$ cat config.mk
export PLATFORM = sky130hd
export DESIGN_NAME = sleep_deadline_queue
export DESIGN_NICKNAME = d
export VERILOG_FILES = /design/src/design/sdq_pkg.sv /design/src/design/sdq_store.sv /design/src/design/sleep_deadline_queue.sv
export SDC_FILE = /design/constraint.sdc
export NUM_CORES = 2
export LEC_CHECK = 0
export BUFFER_PORTS_ARGS = -buffer_cell sky130_fd_sc_hd__buf_2
export CORE_ASPECT_RATIO = 1.25
export CORE_MARGIN = 4
export CORE_UTILIZATION = 59
export CTS_CLUSTER_DIAMETER = 100
export DETAILED_ROUTE_END_ITERATION = 10
export PLACE_DENSITY = 0.78
export SLEW_MARGIN = 10
export SYNTH_ARGS = -nofsm -noshare
export SYNTH_HDL_FRONTEND = slang
export SYNTH_SLANG_ARGS = --single-unit
$ cat constraint.sdc
create_clock -name clk -period 12.9 [get_ports clk]
set_clock_uncertainty 0.05 [all_clocks]
set_input_delay 1.935 -clock clk [delete_from_list [all_inputs] [get_ports clk]]
set_output_delay 1.935 -clock clk [all_outputs]
set_load 0.01 [all_outputs]
$ cat src/design/sdq_pkg.sv
// ----------------------------------------------------------------------------
// sdq_pkg: shared types and codes for the sleep deadline queue
// Transfer payloads, queue entry layout and result kind codes.
// ----------------------------------------------------------------------------
package sdq_pkg;

  localparam int TICK_W    = 63;
  localparam int ID_W      = 8;
  localparam int DUR_W     = 32;
  localparam int KIND_W    = 3;
  localparam int MAX_WAKES = 16;
  localparam int WAKE_W    = $clog2(MAX_WAKES + 1);

  // Request function codes
  localparam logic FUNC_TICK  = 1'b0;
  localparam logic FUNC_SLEEP = 1'b1;

  // Result kind codes
  localparam logic [KIND_W-1:0] KIND_ACCEPTED = 3'd0;
  localparam logic [KIND_W-1:0] KIND_FULL     = 3'd1;
  localparam logic [KIND_W-1:0] KIND_IGNORED  = 3'd2;
  localparam logic [KIND_W-1:0] KIND_WOKEN    = 3'd3;
  localparam logic [KIND_W-1:0] KIND_NO_WAKE  = 3'd4;

  typedef struct packed {
    logic                    func;
    logic [ID_W-1:0]         sleeper_id;
    logic signed [DUR_W-1:0] sleep_ticks;
  } in_item_t;

  typedef struct packed {
    logic [KIND_W-1:0] kind;
    logic [ID_W-1:0]   woken_id;
    logic [TICK_W-1:0] tick_count;
    logic              last;
  } out_item_t;

  typedef struct packed {
    logic [TICK_W-1:0] wake_time;
    logic [ID_W-1:0]   id;
  } entry_t;

endpackage

$ cat src/design/sdq_store.sv
// ----------------------------------------------------------------------------
// sdq_store: sleeper entry storage
// One write port and one read port with registered read data.
// ----------------------------------------------------------------------------
module sdq_store #(
  parameter int DEPTH = 16,
  parameter int AW    = 4
) (
  input  logic            clk,
  input  logic            wr_en,
  input  logic [AW-1:0]   wr_addr,
  input  sdq_pkg::entry_t wr_entry,
  input  logic            rd_en,
  input  logic [AW-1:0]   rd_addr,
  output sdq_pkg::entry_t rd_entry
);

  sdq_pkg::entry_t mem [DEPTH];
  sdq_pkg::entry_t rd_entry_r;

  // Write one entry
  always_ff @(posedge clk) begin
    if (wr_en) begin
      mem[wr_addr] <= wr_entry;
    end
  end

  // Read one entry, hold data between reads
  always_ff @(posedge clk) begin
    if (rd_en) begin
      rd_entry_r <= mem[rd_addr];
    end
  end

  assign rd_entry = rd_entry_r;

endmodule

$ cat src/design/sleep_deadline_queue.sv
// Sequence: an ignored or full request goes straight to the final step and the
//   output register; an accepted request reads and shifts back each queued entry with a later
//   wake time, then writes; a tick pops front entries while they are due, then reports.
// Throughput: one item at a time, ready again as the final result enters the
//   output register; one read port and one 63-bit compare set the step.
// Reset: count, queue occupancy and control clear at once; no clearing pass.
// ----------------------------------------------------------------------------
// sleep_deadline_queue: sorted deadline timer queue
// Keeps a tick count and a circular queue of sleepers sorted by wake time.
// ----------------------------------------------------------------------------
module sleep_deadline_queue #(
  parameter int QUEUE_DEPTH = 16
) (
  input  logic               clk,
  input  logic               rst_n,
  input  logic               in_valid,
  output logic               in_stall,
  input  sdq_pkg::in_item_t  in_data,
  output logic               out_valid,
  input  logic               out_stall,
  output sdq_pkg::out_item_t out_data
);

  localparam int AW = (QUEUE_DEPTH > 1) ? $clog2(QUEUE_DEPTH) : 1;
  localparam int CW = $clog2(QUEUE_DEPTH + 1);
  localparam int TW = sdq_pkg::TICK_W;

  typedef enum logic [5:0] {
    S_IDLE    = 6'b000001,
    S_INS_RD  = 6'b000010,
    S_INS_CMP = 6'b000100,
    S_TK_RD   = 6'b001000,
    S_TK_CMP  = 6'b010000,
    S_FIN     = 6'b100000
  } state_t;

  function automatic logic [AW-1:0] idx_inc(input logic [AW-1:0] i);
    return (i == AW'(QUEUE_DEPTH - 1)) ? '0 : i + AW'(1);
  endfunction

  function automatic logic [AW-1:0] idx_dec(input logic [AW-1:0] i);
    return (i == '0) ? AW'(QUEUE_DEPTH - 1) : i - AW'(1);
  endfunction

  state_t                         state_r, state_nxt;
  logic [TW-1:0]                  tick_r, tick_nxt;
  logic [CW-1:0]                  count_r, count_nxt;
  logic [AW-1:0]                  head_r, head_nxt;
  logic [AW-1:0]                  pos_r, pos_nxt;
  logic [CW-1:0]                  left_r, left_nxt;
  logic [sdq_pkg::WAKE_W-1:0]     wakes_r, wakes_nxt;
  logic                           pend_r, pend_nxt;
  logic [sdq_pkg::ID_W-1:0]       pend_id_r, pend_id_nxt;
  sdq_pkg::entry_t                new_r, new_nxt;
  sdq_pkg::out_item_t             res_r, res_nxt;
  logic                           out_valid_r, out_valid_nxt;
  sdq_pkg::out_item_t             out_data_r, out_data_nxt;

  logic                           in_xfer;
  logic                           out_free;
  logic [CW:0]                    tail_sum;
  logic [TW:0]                    when_sum;
  logic [TW-1:0]                  cmp_ref;
  logic                           at_or_below;
  logic                           due;
  logic                           wr_en;
  logic [AW-1:0]                  wr_addr;
  sdq_pkg::entry_t                wr_entry;
  logic                           rd_en;
  logic [AW-1:0]                  rd_addr;
  sdq_pkg::entry_t                rd_entry;

  sdq_store #(
    .DEPTH (QUEUE_DEPTH),
    .AW    (AW)
  ) u_store (
    .clk      (clk),
    .wr_en    (wr_en),
    .wr_addr  (wr_addr),
    .wr_entry (wr_entry),
    .rd_en    (rd_en),
    .rd_addr  (rd_addr),
    .rd_entry (rd_entry)
  );

  assign in_stall  = (state_r != S_IDLE);
  assign in_xfer   = in_valid && !in_stall;
  assign out_free  = !out_valid_r || !out_stall;
  assign out_valid = out_valid_r;
  assign out_data  = out_data_r;

  // Tail slot and saturated deadline for a new request
  always_comb begin
    tail_sum = {{(CW + 1 - AW){1'b0}}, head_r} + {1'b0, count_r};
    if (tail_sum >= (CW + 1)'(QUEUE_DEPTH)) begin
      tail_sum = tail_sum - (CW + 1)'(QUEUE_DEPTH);
    end
    when_sum = {1'b0, tick_r} + (TW + 1)'(unsigned'(in_data.sleep_ticks));
  end

  // Shared compare: stored wake time against the new deadline or the count
  assign cmp_ref     = (state_r == S_INS_CMP) ? new_r.wake_time : tick_r;
  assign at_or_below = (rd_entry.wake_time <= cmp_ref);

  // Front entry is due on this tick
  assign due = (count_r != '0) && (wakes_r < sdq_pkg::WAKE_W'(sdq_pkg::MAX_WAKES))
               && at_or_below;

  // Sequencer
  always_comb begin
    state_nxt     = state_r;
    tick_nxt      = tick_r;
    count_nxt     = count_r;
    head_nxt      = head_r;
    pos_nxt       = pos_r;
    left_nxt      = left_r;
    wakes_nxt     = wakes_r;
    pend_nxt      = pend_r;
    pend_id_nxt   = pend_id_r;
    new_nxt       = new_r;
    res_nxt       = res_r;
    out_valid_nxt = out_valid_r && out_stall;
    out_data_nxt  = out_data_r;
    wr_en         = 1'b0;
    wr_addr       = pos_r;
    wr_entry      = new_r;
    rd_en         = 1'b0;
    rd_addr       = head_r;

    case (state_r)
      S_IDLE: begin
        if (in_xfer) begin
          if (in_data.func == sdq_pkg::FUNC_SLEEP) begin
            res_nxt = '{kind: sdq_pkg::KIND_ACCEPTED, woken_id: in_data.sleeper_id,
                        tick_count: tick_r, last: 1'b1};
            new_nxt.id        = in_data.sleeper_id;
            new_nxt.wake_time = when_sum[TW] ? {TW{1'b1}} : when_sum[TW-1:0];
            pos_nxt           = tail_sum[AW-1:0];
            left_nxt          = count_r;
            if (in_data.sleep_ticks[sdq_pkg::DUR_W-1] || (in_data.sleep_ticks == '0)) begin
              res_nxt.kind     = sdq_pkg::KIND_IGNORED;
              res_nxt.woken_id = '0;
              state_nxt        = S_FIN;
            end else if (count_r == CW'(QUEUE_DEPTH)) begin
              res_nxt.kind     = sdq_pkg::KIND_FULL;
              res_nxt.woken_id = '0;
              state_nxt        = S_FIN;
            end else begin
              state_nxt = S_INS_RD;
            end
          end else begin
            if (tick_r != {TW{1'b1}}) begin
              tick_nxt = tick_r + TW'(1);
            end
            wakes_nxt = '0;
            pend_nxt  = 1'b0;
            state_nxt = S_TK_RD;
          end
        end
      end

      // Look at the entry before the open slot, or drop the new one in
      S_INS_RD: begin
        if (left_r == '0) begin
          wr_en     = 1'b1;
          count_nxt = count_r + CW'(1);
          state_nxt = S_FIN;
        end else begin
          rd_en     = 1'b1;
          rd_addr   = idx_dec(pos_r);
          state_nxt = S_INS_CMP;
        end
      end

      // Shift a later entry back one slot, or place the new entry
      S_INS_CMP: begin
        wr_en = 1'b1;
        if (!at_or_below) begin
          wr_entry  = rd_entry;
          pos_nxt   = idx_dec(pos_r);
          left_nxt  = left_r - CW'(1);
          state_nxt = S_INS_RD;
        end else begin
          count_nxt = count_r + CW'(1);
          state_nxt = S_FIN;
        end
      end

      S_TK_RD: begin
        rd_en     = 1'b1;
        rd_addr   = head_r;
        state_nxt = S_TK_CMP;
      end

      // Pop a due sleeper; the previous one goes out without last
      S_TK_CMP: begin
        if (due) begin
          if (!pend_r || out_free) begin
            if (pend_r) begin
              out_valid_nxt = 1'b1;
              out_data_nxt  = '{kind: sdq_pkg::KIND_WOKEN, woken_id: pend_id_r,
                                tick_count: tick_r, last: 1'b0};
            end
            pend_nxt    = 1'b1;
            pend_id_nxt = rd_entry.id;
            head_nxt    = idx_inc(head_r);
            count_nxt   = count_r - CW'(1);
            wakes_nxt   = wakes_r + sdq_pkg::WAKE_W'(1);
            state_nxt   = S_TK_RD;
          end
        end else begin
          if (pend_r) begin
            res_nxt = '{kind: sdq_pkg::KIND_WOKEN, woken_id: pend_id_r,
                        tick_count: tick_r, last: 1'b1};
          end else begin
            res_nxt = '{kind: sdq_pkg::KIND_NO_WAKE, woken_id: '0,
                        tick_count: tick_r, last: 1'b1};
          end
          state_nxt = S_FIN;
        end
      end

      // Hand the final result to the output register
      S_FIN: begin
        if (out_free) begin
          out_valid_nxt = 1'b1;
          out_data_nxt  = res_r;
          state_nxt     = S_IDLE;
        end
      end

      default: begin
        state_nxt = S_IDLE;
      end
    endcase
  end

  // Control registers
  always_ff @(posedge clk) begin
    if (!rst_n) begin
      state_r     <= S_IDLE;
      tick_r      <= '0;
      count_r     <= '0;
      head_r      <= '0;
      pend_r      <= 1'b0;
      out_valid_r <= 1'b0;
      wakes_r     <= '0;
      left_r      <= '0;
    end else begin
      state_r     <= state_nxt;
      tick_r      <= tick_nxt;
      count_r     <= count_nxt;
      head_r      <= head_nxt;
      pend_r      <= pend_nxt;
      out_valid_r <= out_valid_nxt;
      wakes_r     <= wakes_nxt;
      left_r      <= left_nxt;
    end
  end

  // Payload registers
  always_ff @(posedge clk) begin
    pos_r      <= pos_nxt;
    pend_id_r  <= pend_id_nxt;
    new_r      <= new_nxt;
    res_r      <= res_nxt;
    out_data_r <= out_data_nxt;
  end

  // Occupancy never passes the queue depth
  a_count_bound: assert property (@(posedge clk) disable iff (!rst_n)
    count_r <= CW'(QUEUE_DEPTH))
    else $error("queue occupancy above depth");

  // Tick count never goes backward
  a_tick_mono: assert property (@(posedge clk) disable iff (!rst_n)
    rst_n && $past(rst_n) |-> tick_r >= $past(tick_r))
    else $error("tick count decreased");

  // Head moves only when a due sleeper is popped
  a_head_pop: assert property (@(posedge clk) disable iff (!rst_n)
    $past(rst_n) && (head_r != $past(head_r)) |-> $past(state_r == S_TK_CMP))
    else $error("head moved outside a wake step");

  // Occupancy changes by at most one per cycle
  a_count_step: assert property (@(posedge clk) disable iff (!rst_n)
    $past(rst_n) |-> (count_r == $past(count_r)) || (count_r == $past(count_r) + CW'(1))
                     || (count_r == $past(count_r) - CW'(1)))
    else $error("occupancy jumped");

  // Wake count stays within one tick's limit
  a_wake_bound: assert property (@(posedge clk) disable iff (!rst_n)
    wakes_r <= sdq_pkg::WAKE_W'(sdq_pkg::MAX_WAKES))
    else $error("too many wakes on one tick");

endmodule
# After elaboration in Yosys (flattened, before gate mapping)
# Memories as Yosys holds them, arrays and structs flattened. A register that Yosys moved wholly into a read port is not among the register bits.
# Index checks and enable logic that the tools add are counted.
totals:
  reg_bits: 323
  mem_bits_rw: 1136
  input_bits: 45
  elab_cells: 149
  mem_count: 1
mem_list:
  columns: ["memory", "depth", "word_bits", "read_ports", "rd_clocked_by_memory_dff", "wr", "line", "source"]
  rows:
  - ["u_store.mem", 16, 71, 1, 1, 1, "sdq_store.sv:18", "sdq_pkg::entry_t mem [DEPTH];"]
op_classes:
  add_sub_neg: 10
  magnitude_cmp: 3
  eq_ne: 22
  muxes: 64
  n_bitwise: 1
  reduce_logical: 28
op_table:
  columns: ["cell", "n"]
  rows:
  - ["$mux 75", 8]
  - ["$pmux 75 s2", 2]
  - ["$mux 71", 2]
  - ["$add 63x32->64", 1]
  - ["$add 63x1->63 const B", 1]
  - ["$le 63x63->1", 1]
  - ["$mux 63", 1]
  - ["$ne 63x63->1 const B", 1]
  - ["$mux 5", 11]
  - ["$mux 6", 9]
  - ["$pmux 6 s6", 1]
  - ["$logic_not 32->1", 1]
  - ["$mux 4", 8]
  - ["$ne 2x2->1 const B", 11]
  - ["$pmux 5 s2", 2]
  - ["$pmux 5 s3", 1]
  - ["$reduce_and 5->1", 3]
  - ["$mux 1", 12]
  - ["$reduce_and 4->1", 3]
  - ["$add 5x1->5 const B", 2]
  - ["$mux 10", 1]
  - ["$sub 5x1->5 const B", 2]
  - ["$mux 9", 1]
  - ["$reduce_and 3->1", 3]
  - ["other kinds (26)", 40]

# Depth between registers and ports, before layout
logic_depth:
  ltp_word: 6
  ltp_mapped: 19
  mapped_depth_nobuf: 14

# Hierarchy
# Synthesis repeated with hierarchy kept, for this count alone.
unflattened:
  hier_cells: 3604
  area_unflattened_um2: 62874.1
modules_own_cells:
  columns: ["mod", "instances", "cells_per_inst", "area_each_um2", "seq_area_each_um2"]
  rows:
  - ["sdq_store", 1, 1826, 44622.8, 36244.8]
  - ["sleep_deadline_queue", 1, 1778, 18251.3, 8768.4]

# Least setup slack after synthesis
# OpenSTA, ideal clock, no wires.
synth_path:
  path_kind: "input to register"
  from: "input out_stall"
  to: "memory u_store.mem[3][0] in the netlist's numbering, enable pin"
  setup_ps: 587
  t_arrival_ps: 7592
  required_time_ps: 12263
  setup_slack_ps: 4671
  stages: 7
  path_buffers: 0
  path_cell_list: "and3_1 nor2_1 o31a_1 inv_1 nor2_1 nand2_1 nor3_1"
synth_rtl:
  columns: ["element", "line", "source"]
  rows:
  - ["start, declared", "sleep_deadline_queue.sv:20", "input logic out_stall,"]
  - ["end, declared", "sdq_store.sv:18", null]

# Worst setup path in the final report
layout_path:
  from: "register state_r[0]"
  to: "register out_data_r, in the netlist out_data[40], enable pin"
layout_via:
  elab_chain_cells: 6
  word_cells_on_any_way: 12
layout_lines:
  columns: ["element", "line", "source"]
  rows:
  - ["start, declared", "sleep_deadline_queue.sv:45", "state_t state_r, state_nxt;"]
  - ["start signal, assigned", "sleep_deadline_queue.sv:250", "state_r <= state_nxt;"]
  - ["$eq 6x3->1", "sleep_deadline_queue.sv:102", "assign cmp_ref = (state_r == S_INS_CMP) ? new_r.wake_time : tick_r;"]
  - ["$mux 63", "sleep_deadline_queue.sv:102", null]
  - ["$le 63x63->1", "sleep_deadline_queue.sv:103", "assign at_or_below = (rd_entry.wake_time <= cmp_ref);"]
  - ["$logic_and 1x1->1", "sleep_deadline_queue.sv:107", "&& at_or_below;"]
  - ["$ne 2x2->1 (no source line)", null, null]
  - ["$reduce_and 5->1 (no source line) *", null, null]
  - ["end signal, assigned", "sleep_deadline_queue.sv:267", "out_data_r <= out_data_nxt;"]
  - ["end, declared", "sleep_deadline_queue.sv:57", "sdq_pkg::out_item_t out_data_r, out_data_nxt;"]
# Every way passes the cells marked *; elsewhere a longest branch is shown, timed or not.
# A chain may end at the register's enable or synchronous reset.

==> metrics.txt <==
# TYPE chip_impl_metric gauge
chip_impl_info{name="outcome",value="finished, final reports clean"} 1
chip_impl_metric{name="cts.htree.levels",unit=""} 4
chip_impl_info{name="crit_path_end_kind",value="flip-flop"} 1
chip_impl_metric{name="static-leakage-power",unit="nW"} 23.4
chip_impl_metric{name="synth_edf_count",unit=""} 1439
chip_impl_metric{name="grt_overflow_total",unit=""} 0
chip_impl_metric{name="yosys_warnings",unit=""} 0
chip_impl_metric{name="peakVddDrop",unit="mV"} 0.110
chip_impl_metric{name="cts_setup_buffers",unit=""} 0
chip_impl_info{name="synthFlopType",value="edfxtp_1"} 1
chip_impl_metric{name="chipWidth",unit="um"} 302
chip_impl_metric{name="global_route_wire_length_before_repair",unit="mm"} 236
chip_impl_metric{name="timing_hold_violations_final",unit=""} 0
chip_impl_metric{name="area_growth",unit="%"} 10.4
chip_impl_metric{name="tot_gr_track_use",unit=""} 0.283
chip_impl_metric{name="powerDensity",unit="nW/um2"} 146
chip_impl_metric{name="postCtsHoldBufs",unit=""} 0
chip_impl_metric{name="io_buffer_count",unit=""} 121
chip_impl_metric{name="clkSlewWorstSetupHoldPaths",unit="ns"} 0.06
chip_impl_metric{name="rows",unit=""} 134
chip_impl_metric{name="detailedPlace.worstSlack",unit="ns"} 6.33
chip_impl_info{name="r2r_end",value="out_data[40]$_DFFE_PP_"} 1
chip_impl_metric{name="pins_over_slew_limit",unit=""} 0
chip_impl_metric{name="ys_seq_elements",unit=""} 1529
chip_impl_metric{name="netlist_area",unit="um2"} 63700
chip_impl_metric{name="vias_per_cell",unit=""} 6.57
chip_impl_metric{name="fillers",unit=""} 7083
chip_impl_metric{name="floorplan.core_area",unit="um2"} 107000
chip_impl_metric{name="post_route_cells_drive_above_1_share",unit=""} 0.172
chip_impl_metric{name="post-dp-hpwl",unit="mm"} 87.9
chip_impl_metric{name="post_cts_resized",unit=""} 0
chip_impl_metric{name="dr_vias",unit=""} 37000
chip_impl_metric{name="place.gp.congestion",unit=""} 0.949
chip_impl_info{name="synth_largest_area_cell",value="edfxtp_1"} 1
chip_impl_metric{name="initial_core_utilization",unit=""} 0.596
chip_impl_metric{name="crit_arrival",unit="ns"} 7.16
chip_impl_metric{name="fin_cells",unit=""} 5634
chip_impl_metric{name="max_cap_violations",unit=""} 0
chip_impl_metric{name="routed_wire_per_std_cell",unit="um"} 28.3
chip_impl_metric{name="fp.dieArea",unit="um2"} 113000
chip_impl_metric{name="net_count_of_the_finished_layout",unit=""} 4249
chip_impl_metric{name="syn-mean-instance-area",unit="um2"} 16.0
chip_impl_metric{name="postRouteAntennaNets",unit=""} 0
chip_impl_metric{name="grt_antenna_before_repair",unit=""} 4
chip_impl_info{name="crit_path_start_kind",value="flip-flop"} 1
chip_impl_metric{name="ioPinCount",unit=""} 122
chip_impl_metric{name="async_reset_ff_frac",unit=""} 0
chip_impl_metric{name="area.sequential",unit="um2"} 45000
chip_impl_metric{name="synth_nets",unit=""} 4144
chip_impl_metric{name="fraction_of_synthesized_cell_area_taken_by_the_top_area_cell_type",unit=""} 0.678
chip_impl_info{name="clock-root-buffer",value="clkbuf_16"} 1
chip_impl_metric{name="remaining_drc_errors",unit=""} 0
chip_impl_metric{name="dp_cells",unit=""} 5376
chip_impl_metric{name="maxSlewHeadroom",unit=""} 0.193
chip_impl_metric{name="vertical_die_dimension",unit="um"} 376
chip_impl_metric{name="timing.final.crit_share",unit=""} 0.528
chip_impl_metric{name="timing.reg2reg.worst_path_depth",unit=""} 15
chip_impl_metric{name="period_minus_slack",unit="ns"} 6.81
chip_impl_metric{name="final.hold.worst_slack",unit="ns"} 0.402
chip_impl_metric{name="final.setup.tns",unit="ns"} 0
chip_impl_info{name="rsz_0062_raised_after_global_routing",value="false"} 1
chip_impl_info{name="mostFrequentLayoutCells",value="edfxtp_1 (1,439), nand2_1 (722), mux4_2 (284)"} 1
chip_impl_metric{name="worstMarginPinSlew",unit="ns"} 1.21
chip_impl_metric{name="via_count_of_the_first_global_routing_pass",unit=""} 36400
chip_impl_metric{name="wirelength",unit="mm"} 159
chip_impl_info{name="cts_tree",value="yes"} 1
chip_impl_metric{name="crit_required",unit="ns"} 13.25
chip_impl_metric{name="drtIter0Drc",unit=""} 5232
chip_impl_info{name="mostFrequentLayoutCell",value="edfxtp_1"} 1
chip_impl_metric{name="multi_input_comb_area",unit="um2"} 17900
chip_impl_metric{name="synthesis.instances",unit=""} 3986
chip_impl_info{name="timing.rr.start",value="state_r[0]$_SDFFE_PN1P_"} 1
chip_impl_metric{name="reg2reg_setup_slack",unit="ns"} 6.09
chip_impl_metric{name="report.final.setup_viol",unit=""} 0
chip_impl_metric{name="crit_path_max_fanout",unit=""} 67
chip_impl_metric{name="drt-pass1-iter-count",unit=""} 6
chip_impl_metric{name="cts_made_buffers",unit=""} 141
chip_impl_info{name="hold_path.startpoint",value="u_store.rd_entry[5]$_DFFE_PP_"} 1
chip_impl_metric{name="ys_types",unit=""} 78
chip_impl_metric{name="ctsLongestPathBuffers",unit=""} 3
chip_impl_info{name="path_class",value="flip-flop to flip-flop"} 1
chip_impl_metric{name="synth_seq_area_share",unit=""} 0.706
chip_impl_info{name="timing.hold.worst.class",value="flip-flop to flip-flop"} 1
chip_impl_info{name="synthTopCellsByArea",value="edfxtp_1 (68%), mux4_2 (10%), nand2_1 (4.3%), dfxtp_1 (2.8%), ha_1 (2.2%)"} 1
chip_impl_metric{name="final_worst_slack",unit="ns"} 6.09
chip_impl_info{name="hold-path-endpoint",value="pend_id_r[5]$_DFFE_PP_"} 1
chip_impl_metric{name="worst_skew_late_latency",unit="ns"} 0.78
chip_impl_metric{name="clock.fmax",unit="MHz"} 147
chip_impl_metric{name="clkSinkCount",unit=""} 1529
chip_impl_metric{name="grt_start_max_net_pins",unit=""} 152
chip_impl_metric{name="worst_hold_stages",unit=""} 0
## registers in the layout, indices dropped and copies added, names as in the netlist, 6 cells and up
| name | flops |
|---|---|
| pend_id_r | 8 |
| tick_r | 63 |
| res_r | 74 |
| out_data | 75 |
| state_r | 6 |
| u_store.rd_entry | 71 |
| new_r | 71 |
| u_store.mem | 1136 |
## metal layers
| metal | part of all wire | wire length, um | vias up | track usage |
|---|---|---|---|---|
| li1 | - | - | 15600 | - |
| met1 | 0.37 | 59000 | 18700 | 0.391 |
| met2 | 0.48 | 77000 | 2406 | 0.452 |
| met3 | 0.12 | 18600 | 331 | 0.0671 |
| met4 | 0.030 | 4830 | 0 | 0.0906 |
| met5 | 0 | 0 | - | 0 |
## per-stage QoR
stage | cell area, um2 | util | total power, mW
2_1_floorplan | 63700 | - | 6.09
3_3_place_gp | 65900 | 0.616 | 6.28
3_5_place_dp | 65900 | 0.616 | 6.30
4_1_cts | 70400 | 0.658 | 10.3
5_1_grt | 70400 | 0.658 | 10.6
6_report | 70400 | 0.658 | 10.3
## where the power goes
part	internal [mW]	total (mW)	switching [mW]
registers	5.67	5.75	0.0827
clock network	2.27	4.08	1.82
logic	0.102	0.459	0.357
## critical path: stages, from the launching register on
cell,delay [ns]
dfxtp_1,0.37
nor4_1,0.50
and3b_4,0.67
buf_4,0.71
mux2i_1,0.32
ha_1,0.29
a21o_1,0.16
nand3_1,0.07
a21oi_1,0.07
o311a_1,0.34
a211oi_1,0.52
nand3_1,0.35
a21boi_1,0.52
a21oi_1,0.22
nor2_4,0.43
buf_4,0.69
## Yosys cell counts (all sizes together), types with 5 or more instances
library cell and number:
a211oi 80, a21o 23, a21oi 88, a22o 8, a31oi 81, and2 83
and3 19, and4 7, buf 68, clkbuf 151, dfxtp 90, edfxtp 1439
ha 110, inv 30, mux2 6, mux2i 76, mux4 284, nand2 724
nand2b 17, nand3 55, nand3b 6, nand4 39, nor2 148, nor2b 9
nor3 31, nor4 19, o2111ai 8, o211ai 19, o21a 10, o21ai 62
o32ai 5, or2 8, or3 27, xnor2 42, xor2 59
## layout make-up
| class | instances | share of cell area |
|---|---|---|
| clock buffer | 186 | 0.0554 |
| sequential | 1529 | 0.639 |
| multi-input combinational | 2208 | 0.254 |
| antenna | 2 | 0.0000711 |
| inverter | 30 | 0.00162 |
| timing repair buffer | 181 | 0.0157 |
| tap | 1428 | 0.0254 |
| clock inverter | 70 | 0.00825 |
## kinds of logic (layout without fill, tap and decap cells)
logic type / Yosys count / after routing / share of synthesized area
and+or+nand+nor: 1203 / 1203 / 0.0836
other: 0 / 2 / 0
buffers and inverters: 249 / 467 / 0.0166
AOI/OAI and AO/OA: 425 / 425 / 0.0440
DFF: 1529 / 1529 / 0.706
xor gates and xnor gates: 101 / 101 / 0.0139
adders and majority gates: 113 / 113 / 0.0225
muxes: 366 / 366 / 0.113
## worst max-delay path by stage
stage	end	slack, ns	start	depth (start not counted)
2_1_floorplan	u_store.mem[3][0]$_DFFE_PP_	4.67	out_stall	7
3_3_place_gp	out_data[52]$_DFFE_PP_	6.43	state_r[0]$_SDFFE_PN1P_	15
3_5_place_dp	out_data[52]$_DFFE_PP_	6.33	state_r[0]$_SDFFE_PN1P_	15
4_1_cts	out_data[40]$_DFFE_PP_	6.21	state_r[0]$_SDFFE_PN1P_	15
5_1_grt	out_data[40]$_DFFE_PP_	5.85	state_r[0]$_SDFFE_PN1P_	15
6_report	out_data[40]$_DFFE_PP_	6.09	state_r[0]$_SDFFE_PN1P_	15
No activity file was read; power rests on OpenSTA's default activity.
